[src/rtl/cka_pkg.sv]
// Shared types, register codes and constants of the colour key alpha blend unit.
package cka_pkg;

	// Register indexes on the configuration port.
	localparam logic [2:0] REG_MODE  = 3'd0;
	localparam logic [2:0] REG_KEY   = 3'd1;
	localparam logic [2:0] REG_ALPHA = 3'd2;
	localparam logic [2:0] REG_BASE  = 3'd3;
	localparam logic [2:0] REG_GRAY  = 3'd4;

	// Blend modes.
	localparam logic [2:0] MODE_KEY_COPY = 3'd0;
	localparam logic [2:0] MODE_KEY_SEMI = 3'd1;
	localparam logic [2:0] MODE_UNIFORM  = 3'd2;
	localparam logic [2:0] MODE_LUM_DARK = 3'd3;
	localparam logic [2:0] MODE_GRAY     = 3'd4;

	// What happens to a pixel once the mode has been decided.
	localparam logic [1:0] ACT_DST   = 2'd0;
	localparam logic [1:0] ACT_COPY  = 2'd1;
	localparam logic [1:0] ACT_BLEND = 2'd2;

	// Reset values of the registers.
	localparam logic [2:0]  RST_MODE  = MODE_KEY_COPY;
	localparam logic [23:0] RST_KEY   = 24'h000000;
	localparam logic [7:0]  RST_ALPHA = 8'd255;
	localparam logic [7:0]  RST_BASE  = 8'd224;
	localparam logic [8:0]  RST_GRAY  = 9'd128;

	localparam logic [7:0] CHAN_MAX = 8'd255;

	// floor(x / 3) = (x * 683) >> 11 holds for every x up to 765.
	localparam logic [19:0] LUM_RECIP = 20'd683;
	localparam int          LUM_SHIFT = 11;

	// floor(x / 255) = (x * 32897) >> 23 holds for every 16-bit x.
	localparam logic [31:0] DIV255_RECIP = 32'd32897;
	localparam int          DIV255_SHIFT = 23;

	typedef struct packed {
		logic [7:0] r;
		logic [7:0] g;
		logic [7:0] b;
		logic [7:0] a;
	} pix_t;

	typedef struct packed {
		logic [2:0]  mode;
		logic [23:0] key;
		logic [7:0]  alpha;
		logic [7:0]  base;
		logic [8:0]  gray;
	} cfg_t;

	// Front end to weight stage.
	typedef struct packed {
		pix_t        src;
		pix_t        dst;
		logic [1:0]  act;
		logic        use_lum;
		logic [15:0] prod;
	} front_t;

	// Weight stage to mixer.
	typedef struct packed {
		pix_t       src;
		pix_t       dst;
		logic [1:0] act;
		logic [7:0] w;
	} wgt_t;

endpackage

[src/rtl/cka_front.sv]
// Front end: key match, luminance and per-pixel action, three pipeline stages.
module cka_front import cka_pkg::*; (
	input  logic   clk,
	input  logic   arst_n,
	input  cfg_t   cfg,
	input  logic   in_valid,
	output logic   in_ready,
	input  pix_t   in_src,
	input  pix_t   in_dst,
	output logic   out_valid,
	input  logic   out_ready,
	output front_t out_data
);

	logic v_s1, v_s2, v_s3;
	logic rdy1, rdy2, rdy3;

	pix_t        src_s1, dst_s1, src_s2, dst_s2;
	logic        key_s1, key_s2;
	logic [9:0]  sum_s1;
	logic [7:0]  lum_s2;
	front_t      data_s3;

	logic        key_c;
	logic [9:0]  sum_c;
	logic [19:0] lum_prod;
	front_t      data_c;

	assign rdy3     = !v_s3 || out_ready;
	assign rdy2     = !v_s2 || rdy3;
	assign rdy1     = !v_s1 || rdy2;
	assign in_ready = rdy1;

	assign key_c = (in_src.r == cfg.key[23:16]) && (in_src.g == cfg.key[15:8]) &&
		(in_src.b == cfg.key[7:0]) && (in_src.a == CHAN_MAX);
	assign sum_c = 10'(in_src.r) + 10'(in_src.g) + 10'(in_src.b);

	assign lum_prod = 20'(sum_s1) * LUM_RECIP;

	always_comb begin
		data_c.src     = src_s2;
		data_c.dst     = dst_s2;
		data_c.use_lum = 1'b0;
		data_c.prod    = 16'(lum_s2) * 16'(CHAN_MAX - cfg.base);
		unique case (cfg.mode)
			MODE_KEY_COPY: data_c.act = key_s2 ? ACT_DST : ACT_COPY;
			MODE_KEY_SEMI: data_c.act = key_s2 ? ACT_BLEND : ACT_COPY;
			MODE_UNIFORM:  data_c.act = ACT_BLEND;
			MODE_LUM_DARK: begin
				data_c.act     = ACT_BLEND;
				data_c.use_lum = 1'b1;
			end
			MODE_GRAY:     data_c.act = ({1'b0, lum_s2} < cfg.gray) ? ACT_BLEND : ACT_COPY;
			default:       data_c.act = ACT_DST;
		endcase
	end

	always_ff @(posedge clk or negedge arst_n) begin
		if (!arst_n) begin
			v_s1 <= 1'b0;
			v_s2 <= 1'b0;
			v_s3 <= 1'b0;
		end else begin
			if (rdy1) v_s1 <= in_valid;
			if (rdy2) v_s2 <= v_s1;
			if (rdy3) v_s3 <= v_s2;
		end
	end

	always_ff @(posedge clk) begin
		if (in_valid && rdy1) begin
			src_s1 <= in_src;
			dst_s1 <= in_dst;
			key_s1 <= key_c;
			sum_s1 <= sum_c;
		end
		if (v_s1 && rdy2) begin
			src_s2 <= src_s1;
			dst_s2 <= dst_s1;
			key_s2 <= key_s1;
			lum_s2 <= lum_prod[LUM_SHIFT+7:LUM_SHIFT];
		end
		if (v_s2 && rdy3) begin
			data_s3 <= data_c;
		end
	end

	assign out_valid = v_s3;
	assign out_data  = data_s3;

endmodule

[src/rtl/cka_weight.sv]
// Weight stage: picks the source weight, scaling luminance in the dark mode.
module cka_weight import cka_pkg::*; (
	input  logic   clk,
	input  logic   arst_n,
	input  cfg_t   cfg,
	input  logic   in_valid,
	output logic   in_ready,
	input  front_t in_data,
	output logic   out_valid,
	input  logic   out_ready,
	output wgt_t   out_data
);

	logic        v_s4;
	wgt_t        data_s4;
	logic [31:0] q_prod;
	logic [7:0]  w_c;

	assign in_ready = !v_s4 || out_ready;

	// The scaled luminance never exceeds 255 - base, so the sum stays in eight bits.
	assign q_prod = 32'(in_data.prod) * DIV255_RECIP;
	assign w_c    = in_data.use_lum ? cfg.base + q_prod[DIV255_SHIFT+7:DIV255_SHIFT]
		: cfg.alpha;

	always_ff @(posedge clk or negedge arst_n) begin
		if (!arst_n) begin
			v_s4 <= 1'b0;
		end else if (in_ready) begin
			v_s4 <= in_valid;
		end
	end

	always_ff @(posedge clk) begin
		if (in_valid && in_ready) begin
			data_s4.src <= in_data.src;
			data_s4.dst <= in_data.dst;
			data_s4.act <= in_data.act;
			data_s4.w   <= w_c;
		end
	end

	assign out_valid = v_s4;
	assign out_data  = data_s4;

endmodule

[src/rtl/cka_mix.sv]
// Mixer: weighted channel sums, division by 255 and the final pixel choice.
module cka_mix import cka_pkg::*; (
	input  logic clk,
	input  logic arst_n,
	input  logic in_valid,
	output logic in_ready,
	input  wgt_t in_data,
	output logic out_valid,
	input  logic out_ready,
	output pix_t out_pix
);

	logic        v_s5, v_s6;
	logic        rdy5, rdy6;
	pix_t        src_s5, dst_s5, pix_s6;
	logic [1:0]  act_s5;
	logic [15:0] mr_s5, mg_s5, mb_s5;
	logic [15:0] mr_c, mg_c, mb_c;
	logic [15:0] inv_w;
	logic [31:0] qr, qg, qb;
	pix_t        pix_c;

	assign rdy6     = !v_s6 || out_ready;
	assign rdy5     = !v_s5 || rdy6;
	assign in_ready = rdy5;

	// dst * (255 - w) + src * w peaks at 255 * 255, well inside sixteen bits.
	assign inv_w = 16'(CHAN_MAX - in_data.w);
	assign mr_c  = 16'(in_data.dst.r) * inv_w + 16'(in_data.src.r) * 16'(in_data.w);
	assign mg_c  = 16'(in_data.dst.g) * inv_w + 16'(in_data.src.g) * 16'(in_data.w);
	assign mb_c  = 16'(in_data.dst.b) * inv_w + 16'(in_data.src.b) * 16'(in_data.w);

	assign qr = 32'(mr_s5) * DIV255_RECIP;
	assign qg = 32'(mg_s5) * DIV255_RECIP;
	assign qb = 32'(mb_s5) * DIV255_RECIP;

	always_comb begin
		unique case (act_s5)
			ACT_COPY:  pix_c = src_s5;
			ACT_BLEND: begin
				pix_c.r = qr[DIV255_SHIFT+7:DIV255_SHIFT];
				pix_c.g = qg[DIV255_SHIFT+7:DIV255_SHIFT];
				pix_c.b = qb[DIV255_SHIFT+7:DIV255_SHIFT];
				pix_c.a = dst_s5.a;
			end
			default:   pix_c = dst_s5;
		endcase
	end

	always_ff @(posedge clk or negedge arst_n) begin
		if (!arst_n) begin
			v_s5 <= 1'b0;
			v_s6 <= 1'b0;
		end else begin
			if (rdy5) v_s5 <= in_valid;
			if (rdy6) v_s6 <= v_s5;
		end
	end

	always_ff @(posedge clk) begin
		if (in_valid && rdy5) begin
			src_s5 <= in_data.src;
			dst_s5 <= in_data.dst;
			act_s5 <= in_data.act;
			mr_s5  <= mr_c;
			mg_s5  <= mg_c;
			mb_s5  <= mb_c;
		end
		if (v_s5 && rdy6) begin
			pix_s6 <= pix_c;
		end
	end

	assign out_valid = v_s6;
	assign out_pix   = pix_s6;

endmodule

[src/rtl/color_key_alpha_blend_unit.sv]
// Top level of the colour key alpha blend unit: registers and pipeline wiring.
//
// Channel   Direction  Handshake              Carries
// in        input      in_valid / in_ready    source and destination RGBA pixel
// out       output     out_valid / out_ready  composited RGBA pixel
// cfg       input      cfg_valid / cfg_ready  register index and write data
//
// One pixel request is taken every clock while the output is not stalled; each request
// passes through the six register stages of the pipeline on its way to the output.
// Each stage holds its request while the stage after it is full and stalled, so a
// stall on the output backs up stage by stage and bubbles are squeezed out.
// Reset clears the valid bits and loads the register reset values; cfg_ready is always high.
module color_key_alpha_blend_unit import cka_pkg::*; (
	input  logic        clk,
	input  logic        arst_n,
	input  logic        cfg_valid,
	output logic        cfg_ready,
	input  logic [2:0]  cfg_index,
	input  logic [23:0] cfg_data,
	input  logic        in_valid,
	output logic        in_ready,
	input  logic [7:0]  src_red,
	input  logic [7:0]  src_green,
	input  logic [7:0]  src_blue,
	input  logic [7:0]  src_alpha,
	input  logic [7:0]  dst_red,
	input  logic [7:0]  dst_green,
	input  logic [7:0]  dst_blue,
	input  logic [7:0]  dst_alpha,
	output logic        out_valid,
	input  logic        out_ready,
	output logic [7:0]  out_red,
	output logic [7:0]  out_green,
	output logic [7:0]  out_blue,
	output logic [7:0]  out_alpha
);

	cfg_t   cfg_q;
	pix_t   src_pix, dst_pix, res_pix;
	front_t front_data;
	wgt_t   wgt_data;
	logic   front_valid, front_ready, wgt_valid, wgt_ready;

	assign cfg_ready = 1'b1;

	always_ff @(posedge clk or negedge arst_n) begin
		if (!arst_n) begin
			cfg_q.mode  <= RST_MODE;
			cfg_q.key   <= RST_KEY;
			cfg_q.alpha <= RST_ALPHA;
			cfg_q.base  <= RST_BASE;
			cfg_q.gray  <= RST_GRAY;
		end else if (cfg_valid && cfg_ready) begin
			unique case (cfg_index)
				REG_MODE:  cfg_q.mode  <= cfg_data[2:0];
				REG_KEY:   cfg_q.key   <= cfg_data;
				REG_ALPHA: cfg_q.alpha <= cfg_data[7:0];
				REG_BASE:  cfg_q.base  <= cfg_data[7:0];
				REG_GRAY:  cfg_q.gray  <= cfg_data[8:0];
				default: begin
				end
			endcase
		end
	end

	assign src_pix = '{r: src_red, g: src_green, b: src_blue, a: src_alpha};
	assign dst_pix = '{r: dst_red, g: dst_green, b: dst_blue, a: dst_alpha};

	cka_front u_front (
		.clk       (clk),
		.arst_n    (arst_n),
		.cfg       (cfg_q),
		.in_valid  (in_valid),
		.in_ready  (in_ready),
		.in_src    (src_pix),
		.in_dst    (dst_pix),
		.out_valid (front_valid),
		.out_ready (front_ready),
		.out_data  (front_data)
	);

	cka_weight u_weight (
		.clk       (clk),
		.arst_n    (arst_n),
		.cfg       (cfg_q),
		.in_valid  (front_valid),
		.in_ready  (front_ready),
		.in_data   (front_data),
		.out_valid (wgt_valid),
		.out_ready (wgt_ready),
		.out_data  (wgt_data)
	);

	cka_mix u_mix (
		.clk       (clk),
		.arst_n    (arst_n),
		.in_valid  (wgt_valid),
		.in_ready  (wgt_ready),
		.in_data   (wgt_data),
		.out_valid (out_valid),
		.out_ready (out_ready),
		.out_pix   (res_pix)
	);

	assign out_red   = res_pix.r;
	assign out_green = res_pix.g;
	assign out_blue  = res_pix.b;
	assign out_alpha = res_pix.a;

`ifndef SYNTH
	// The input can only be held off when every stage is full and the output is stalled.
	a_stall_from_output: assert property (@(posedge clk) disable iff (!arst_n)
		!in_ready |-> (out_valid && !out_ready))
		else $error("input stalled without an output stall");

	// With the output draining, the whole pipeline moves and a request is always taken.
	a_ready_when_draining: assert property (@(posedge clk) disable iff (!arst_n)
		out_ready |-> in_ready)
		else $error("input not ready while output drains");

	a_mode_write: assert property (@(posedge clk) disable iff (!arst_n)
		(cfg_valid && cfg_ready && cfg_index == REG_MODE) |=>
		(cfg_q.mode == $past(cfg_data[2:0])))
		else $error("blend mode write lost");

	a_gray_write: assert property (@(posedge clk) disable iff (!arst_n)
		(cfg_valid && cfg_ready && cfg_index == REG_GRAY) |=>
		(cfg_q.gray == $past(cfg_data[8:0])))
		else $error("gray level write lost");
`endif

endmodule
[config.mk]
export PLATFORM = sky130hd
export DESIGN_NAME = color_key_alpha_blend_unit
export DESIGN_NICKNAME = d
export VERILOG_FILES = /design/src/rtl/cka_pkg.sv /design/src/rtl/cka_front.sv /design/src/rtl/cka_weight.sv /design/src/rtl/cka_mix.sv /design/src/rtl/color_key_alpha_blend_unit.sv
export SDC_FILE = /design/constraint.sdc
export NUM_CORES = 2
export LEC_CHECK = 0
export BUFFER_PORTS_ARGS = -buffer_cell sky130_fd_sc_hd__buf_2
export CAP_MARGIN = 10
export CORE_AREA = 3 3 401 304
export DETAILED_ROUTE_END_ITERATION = 7
export DIE_AREA = 0 0 404 307
export RECOVER_POWER = 100
export SYNTH_ARGS = -nofsm -noshare
export SYNTH_HDL_FRONTEND = slang
export SYNTH_SLANG_ARGS = --single-unit
[constraint.sdc]
create_clock -name clk -period 17 [get_ports clk]
set_clock_uncertainty 0.2 [all_clocks]
set_input_delay 0 -clock clk [delete_from_list [all_inputs] [get_ports clk]]
set_output_delay 0 -clock clk [all_outputs]
set_load 0.05 [all_outputs]
# Yosys cells after proc, flatten, opt, wreduce, memory -nomap -nowiden
# Cells that the tools add are included.
dict set report totals {
  output_inout_bits 35
  ff_bits 509
  elab_cells 139
  input_bits 96
}
dict set report classes {
  order_cmp 1
  n_mul 12
  eq_ne 14
  addsub 8
  muxes 7
  reduce_logical 29
}
# operator count
set op_table {}
lappend op_table {{$mul A16 B16 Y31 const B} 4}
lappend op_table {{$mul A8 B16 Y16} 4}
lappend op_table {{$pmux W32 S2} 1}
lappend op_table {{$add A16 B16 Y16} 3}
lappend op_table {{$mul A8 B8 Y16} 3}
lappend op_table {{$eq A8 B8 Y1} 3}
lappend op_table {{$mul A10 B10 Y19 const B} 1}
lappend op_table {{$sub A8 B8 Y9 const A} 2}
lappend op_table {{$eq A3 B2 Y1 const B} 4}
lappend op_table {{$add A10 B8 Y10} 1}
lappend op_table {{$reduce_and A2 Y1} 5}
lappend op_table {{$add A8 B8 Y9} 1}
lappend op_table {{$logic_and A1 B1 Y1} 9}
lappend op_table {{$lt A8 B9 Y1} 1}
lappend op_table {{$add A8 B8 Y8} 1}
lappend op_table {{$eq A8 B8 Y1 const B} 1}
lappend op_table {{$mux W8} 1}
lappend op_table {{$pmux W2 S4} 1}
lappend op_table {{$eq A3 B1 Y1 const B} 2}
lappend op_table {{$eq A3 B3 Y1 const B} 2}
lappend op_table {{$logic_not A1 Y1} 6}
lappend op_table {{$logic_not A3 Y1} 2}
lappend op_table {{$logic_or A1 B1 Y1} 6}
lappend op_table {{$mux W2} 2}
lappend op_table {{other kinds (4)} 5}

# Depth between registers and ports, before layout
dict set report logic_depth {
  word_depth 8
  ltp_mapped 22
  depth_no_buf 21
}

# Cells and area by module
# From an unflattened synthesis, not the netlist that was laid out.
dict set report unflattened {
  hier_cells 3240
  hier_area_um2 39526.7
}
# mod area_each_um2 seq_area_each_um2 cells_each n_inst
set by_module_without_submodules {}
lappend by_module_without_submodules {cka_mix 21550.7 4434.3 2055 1}
lappend by_module_without_submodules {cka_front 11861.4 7011.7 793 1}
lappend by_module_without_submodules {cka_weight 4006.3 2247.2 276 1}
lappend by_module_without_submodules {color_key_alpha_blend_unit 2108.3 1316.3 116 1}

# Worst setup path before layout
# Ideal clock, no wire load.
dict set report synth_timing {
  path_type {reg-to-reg}
  from {reg u_weight.data_s4, in the netlist u_weight.out_data[7]}
  to {reg u_mix.mr_s5[15] (data pin)}
  path_buffers 2
  path_stages_with_launch 21
  setup_time_ps 259
  setup_slack_ps 11035
  t_arrival_ps 5506
  required_ps 16541
  period_less_slack_ps 5965
  cell_sequence {edfxtp_1 > clkbuf_1 > clkbuf_1 > and2_1 > fa_1 > inv_1 > fa_1 > inv_1 > fa_1 > fa_1 > fa_1 > inv_1 > fa_1 > inv_1 > ha_1 > nand3_1 > nand2_1 > a41o_1 > o41ai_2 > nor2_1 > a211o_1}
}
dict set report synth_via {
  elab_chain_cells 3
  word_cells_on_any_way 4
  classes_between {add/sub: 2; mul: 2}
}
# item line_no
set synth_rtl {}
lappend synth_rtl {{start: declaration} cka_weight.sv:15} ;# wgt_t data_s4;
lappend synth_rtl {{$sub A8 B8 Y9} cka_mix.sv:28} ;# assign inv_w = 16'(CHAN_MAX - in_data.w);
lappend synth_rtl {{$mul A8 B16 Y16} cka_mix.sv:29} ;# assign mr_c = 16'(in_data.dst.r) * inv_w + 16'(in_data.src.r) * 16'(in_data.w);
lappend synth_rtl {{$add A16 B16 Y16 *} cka_mix.sv:29}
lappend synth_rtl {{net u_mix.mr_c[15]} cka_mix.sv:18} ;# logic [15:0] mr_c, mg_c, mb_c;
lappend synth_rtl {{end signal: assignment} cka_mix.sv:65} ;# mr_s5 <= mr_c;
lappend synth_rtl {{end: declaration} cka_mix.sv:17} ;# logic [15:0] mr_s5, mg_s5, mb_s5;
# Mark *: on every way through the listed nets, which the timed path passes. The rest lies on a longest branch.
# A chain may end at the register's enable or synchronous reset.

# Worst setup path after layout
dict set report layout_timing {
  from {reg u_weight.data_s4, in the netlist u_weight.out_data[0]}
  to {reg u_mix.mr_s5[15] (data pin)}
}
# The elaborated chain is that of the path after synthesis.

==> reports/metrics.yaml <==
status: "complete, but fails checks"
violations: "max-capacitance violations, max-slew violations"
wl_met2_mm: 36.8
clockBufferDepth: 3
grt_pass1_vias: 25386
critPathMaxFanout: 45
synth_ff_type: "edfxtp_1"
die_w_um: 404
io_pins: 131
drt_pass1_iterations: 7
wl_per_cell_um: 17.0
routed-wl-met3_mm: 4.48
placed_cell_area_sq_um: 41500
synth_edf_count: 451
cts_tree: "done"
final_area_sq_um: 45400
worst_slew_pin_slew_ns: 4.66
drv_cap: 13
cts_made_buffers: 56
finalSetupViolations: 0
syn_to_final_growth_pct: 16.7
syn_avg_cell_area_sq_um: 12.2
final_nets: 4564
die_y_um: 307
diodes: 0
drc: 0
grt_overflow_total: 0
ys_seq_area_share_pct: 38.6
drtIter0Drc: 1078
met1_length_mm: 44.9
root_buffer: "clkbuf_16"
top_layer: "met4"
grt_max_degree: 76
grt_antenna_before_repair: 1
maxSlewViolCount: 643
max_freq_ghz: 0.132
period_share_pct: 44.6
required_ns: 17.19
ys.warnings.count: 0
cts-resized-gates: 0
track_usage_pct: 14.5
hold_violations: 0
synth_area_leaders: "edfxtp_1 35%, ha_1 18%, fa_1 18%, inv_1 5.2%, dfrtp_1 3.0%"
async_flop_share_pct: 11.4
synth_area_leader_cell: "edfxtp_1"
start_kind: "flip-flop"
endpoint_kind: "flip-flop"
final_util_pct: 38.5
ys_types: 70
slew_headroom_pct: -211
layout_min_cycle_time_ns: 7.58
n_fill_cell: 11364
hold_path_class: "input pin to flip-flop"
place_congestion: 0.832
ant_nets: 0
io_buffers: 129
clkSlewWorstSetupHoldPaths_ns: 0.07
dieArea_sq_um: 124000
synth.top_cell.area_share_pct: 34.8
arrival_ns: 7.77
criticalPathCategory: "flip-flop to flip-flop"
clkSinkCount: 509
synthCells: 3186
core_area_sq_um: 118000
setup_tns_ns: 0
vias_per_cell: 4.58
drive_gt1_share_pct: 7.09
dp_hpwl_mm: 63.0
row_count: 109
start_util_pct: 33.0
grt_pass1_wl_mm: 142
rsz0062_at_grt: "no"
routed-via-count: 23562
synth_area_sq_um: 38900
synth-seq-cells: 509
clock_latency_ns: 0.65
finalWirelength_mm: 87.6
h-tree-depth: 2
-- cells in the final DEF, fill, tap and decap left out, types with 14 or more instances in the layout --
master,instances
ha_1,567
inv_1,540
edfxtp_1,451
fa_1,348
dlygate4sd3_1,214
nor2b_1,158
nand2_1,141
and2_1,124
nand2b_1,118
xnor2_1,102
clkbuf_1,86
a21oi_1,78
buf_2,63
clkbuf_16,57
mux2_2,53
nor2_1,48
dfrtp_1,46
xor2_1,37
a21o_1,33
o21ai_0,33
nand3_1,25
nor3_1,21
o221ai_1,15
and3_1,14
-- sequential cells by signal (all words and copies together) (netlist names), 32 cells and up --
signal and count:
u_mix.dst_s5 32, u_front.out_data 83, u_mix.out_pix 32, cfg_q 52, u_weight.out_data 74, u_mix.src_s5 32
u_front.data_c 64, u_front.src_s1 32, u_front.dst_s1 32
-- per-stage QoR --
stage / setup WS, ns / hold slack (ns) / std cells
2_1_floorplan: 11.04 / -0.496 / 3188
3_5_place_dp: 10.69 / -0.0219 / 4834
6_report: 9.42 / 0.0462 / 5150
5_1_grt: 9.04 / 0.0412 / 5150
3_3_place_gp: 10.76 / -0.0226 / 4834
4_1_cts: 10.67 / 0.00274 / 5150
-- cell usage after synthesis, types with 6 or more instances --
master      n
nand2_1   141
a21oi_1    78
mux2_2     56
xor2_1     37
dfstp_2    12
o211ai_1    6
edfxtp_1  451
nand3_1    25
a22o_1      8
o21ai_1     7
ha_1      568
nand4_1    12
o221ai_1   15
a21o_1     33
nor2b_1   160
o21a_1      6
a221oi_1    9
nand2b_1  118
o21bai_1   11
nor3_1     21
clkbuf_1   58
or2_2      10
and2_1    137
and3_1     14
o21ai_0    29
xnor2_1   102
or3_1      10
dfrtp_1    46
fa_1      348
nor2_1     48
inv_1     540
-- cell type report --
| type | count | area (sq um) | area share [%] |
|---|---|---|---|
| multi-input combinational | 2079 | 21600 | 47.7 |
| sequential | 509 | 15000 | 33.1 |
| timing repair buffer | 366 | 2820 | 6.22 |
| inverter | 540 | 2030 | 4.47 |
| tap | 1554 | 1940 | 4.29 |
| clock buffer | 63 | 1450 | 3.19 |
| clock inverter | 39 | 472 | 1.04 |
-- path summary, 6_finish.rpt --
kind	cells past startpoint	slack (ns)	startpoint	endpoint
min reg2reg	0	0.21	u_front.out_data[81]$_DFFE_PP_	u_weight.out_data[72]$_DFFE_PP_
max reg2reg	16	9.42	u_weight.out_data[0]$_DFFE_PP_	u_mix.mr_s5[15]$_DFFE_PP_
min in group asynchronous	4	1.46	arst_n	cfg_q[48]$_DFFE_PN0P_
max in group asynchronous	4	13.22	arst_n	cfg_q[4]$_DFFE_PN0P_
max	16	9.42	u_weight.out_data[0]$_DFFE_PP_	u_mix.mr_s5[15]$_DFFE_PP_
min	3	0.05	cfg_data[7]	cfg_q[32]$_DFFE_PN0P_
-- logic make-up after synthesis --
logic type      count (synthesis)  share of synthesized area [%]
compound gates                251                           4.46
mux                            57                           1.65
xor+xnor                      139                           3.13
flops                         509                           38.6
fa+ha+maj                     916                           36.2
simple gates                  712                           10.2
other cells                     2                         0.0193
buf+inv                       600                           5.80
-- routing by layer --
layer | GRT usage [%] | vias to the layer above
met3 | 2.65 | 90
met5 | 0 | -
met2 | 22.2 | 403
li1 | - | 11370
met1 | 21.7 | 11699
met4 | 2.58 | 0
-- critical path: stages (launching register included) --
cell	delay (ns)
edfxtp_1	0.32
clkbuf_1	1.67
nand2_1	0.24
fa_1	0.59
inv_1	0.05
fa_1	0.48
fa_1	0.57
fa_1	0.43
fa_1	0.52
fa_1	0.42
ha_1	0.34
a21o_1	0.17
a31o_2	0.22
a41o_1	0.26
o41ai_1	0.49
nor2_1	0.10
a211o_1	0.24
-- timing repair --
action | 4_1_cts | 5_1_grt
hold buffers | 214 | 0
buffers inserted | 0 | 0
endpoints found under the hold margin | 191 | 0
Power is left out: the tool's default activity adds up to more than one toggle a clock period on the data nets, which glitch-free logic cannot reach.
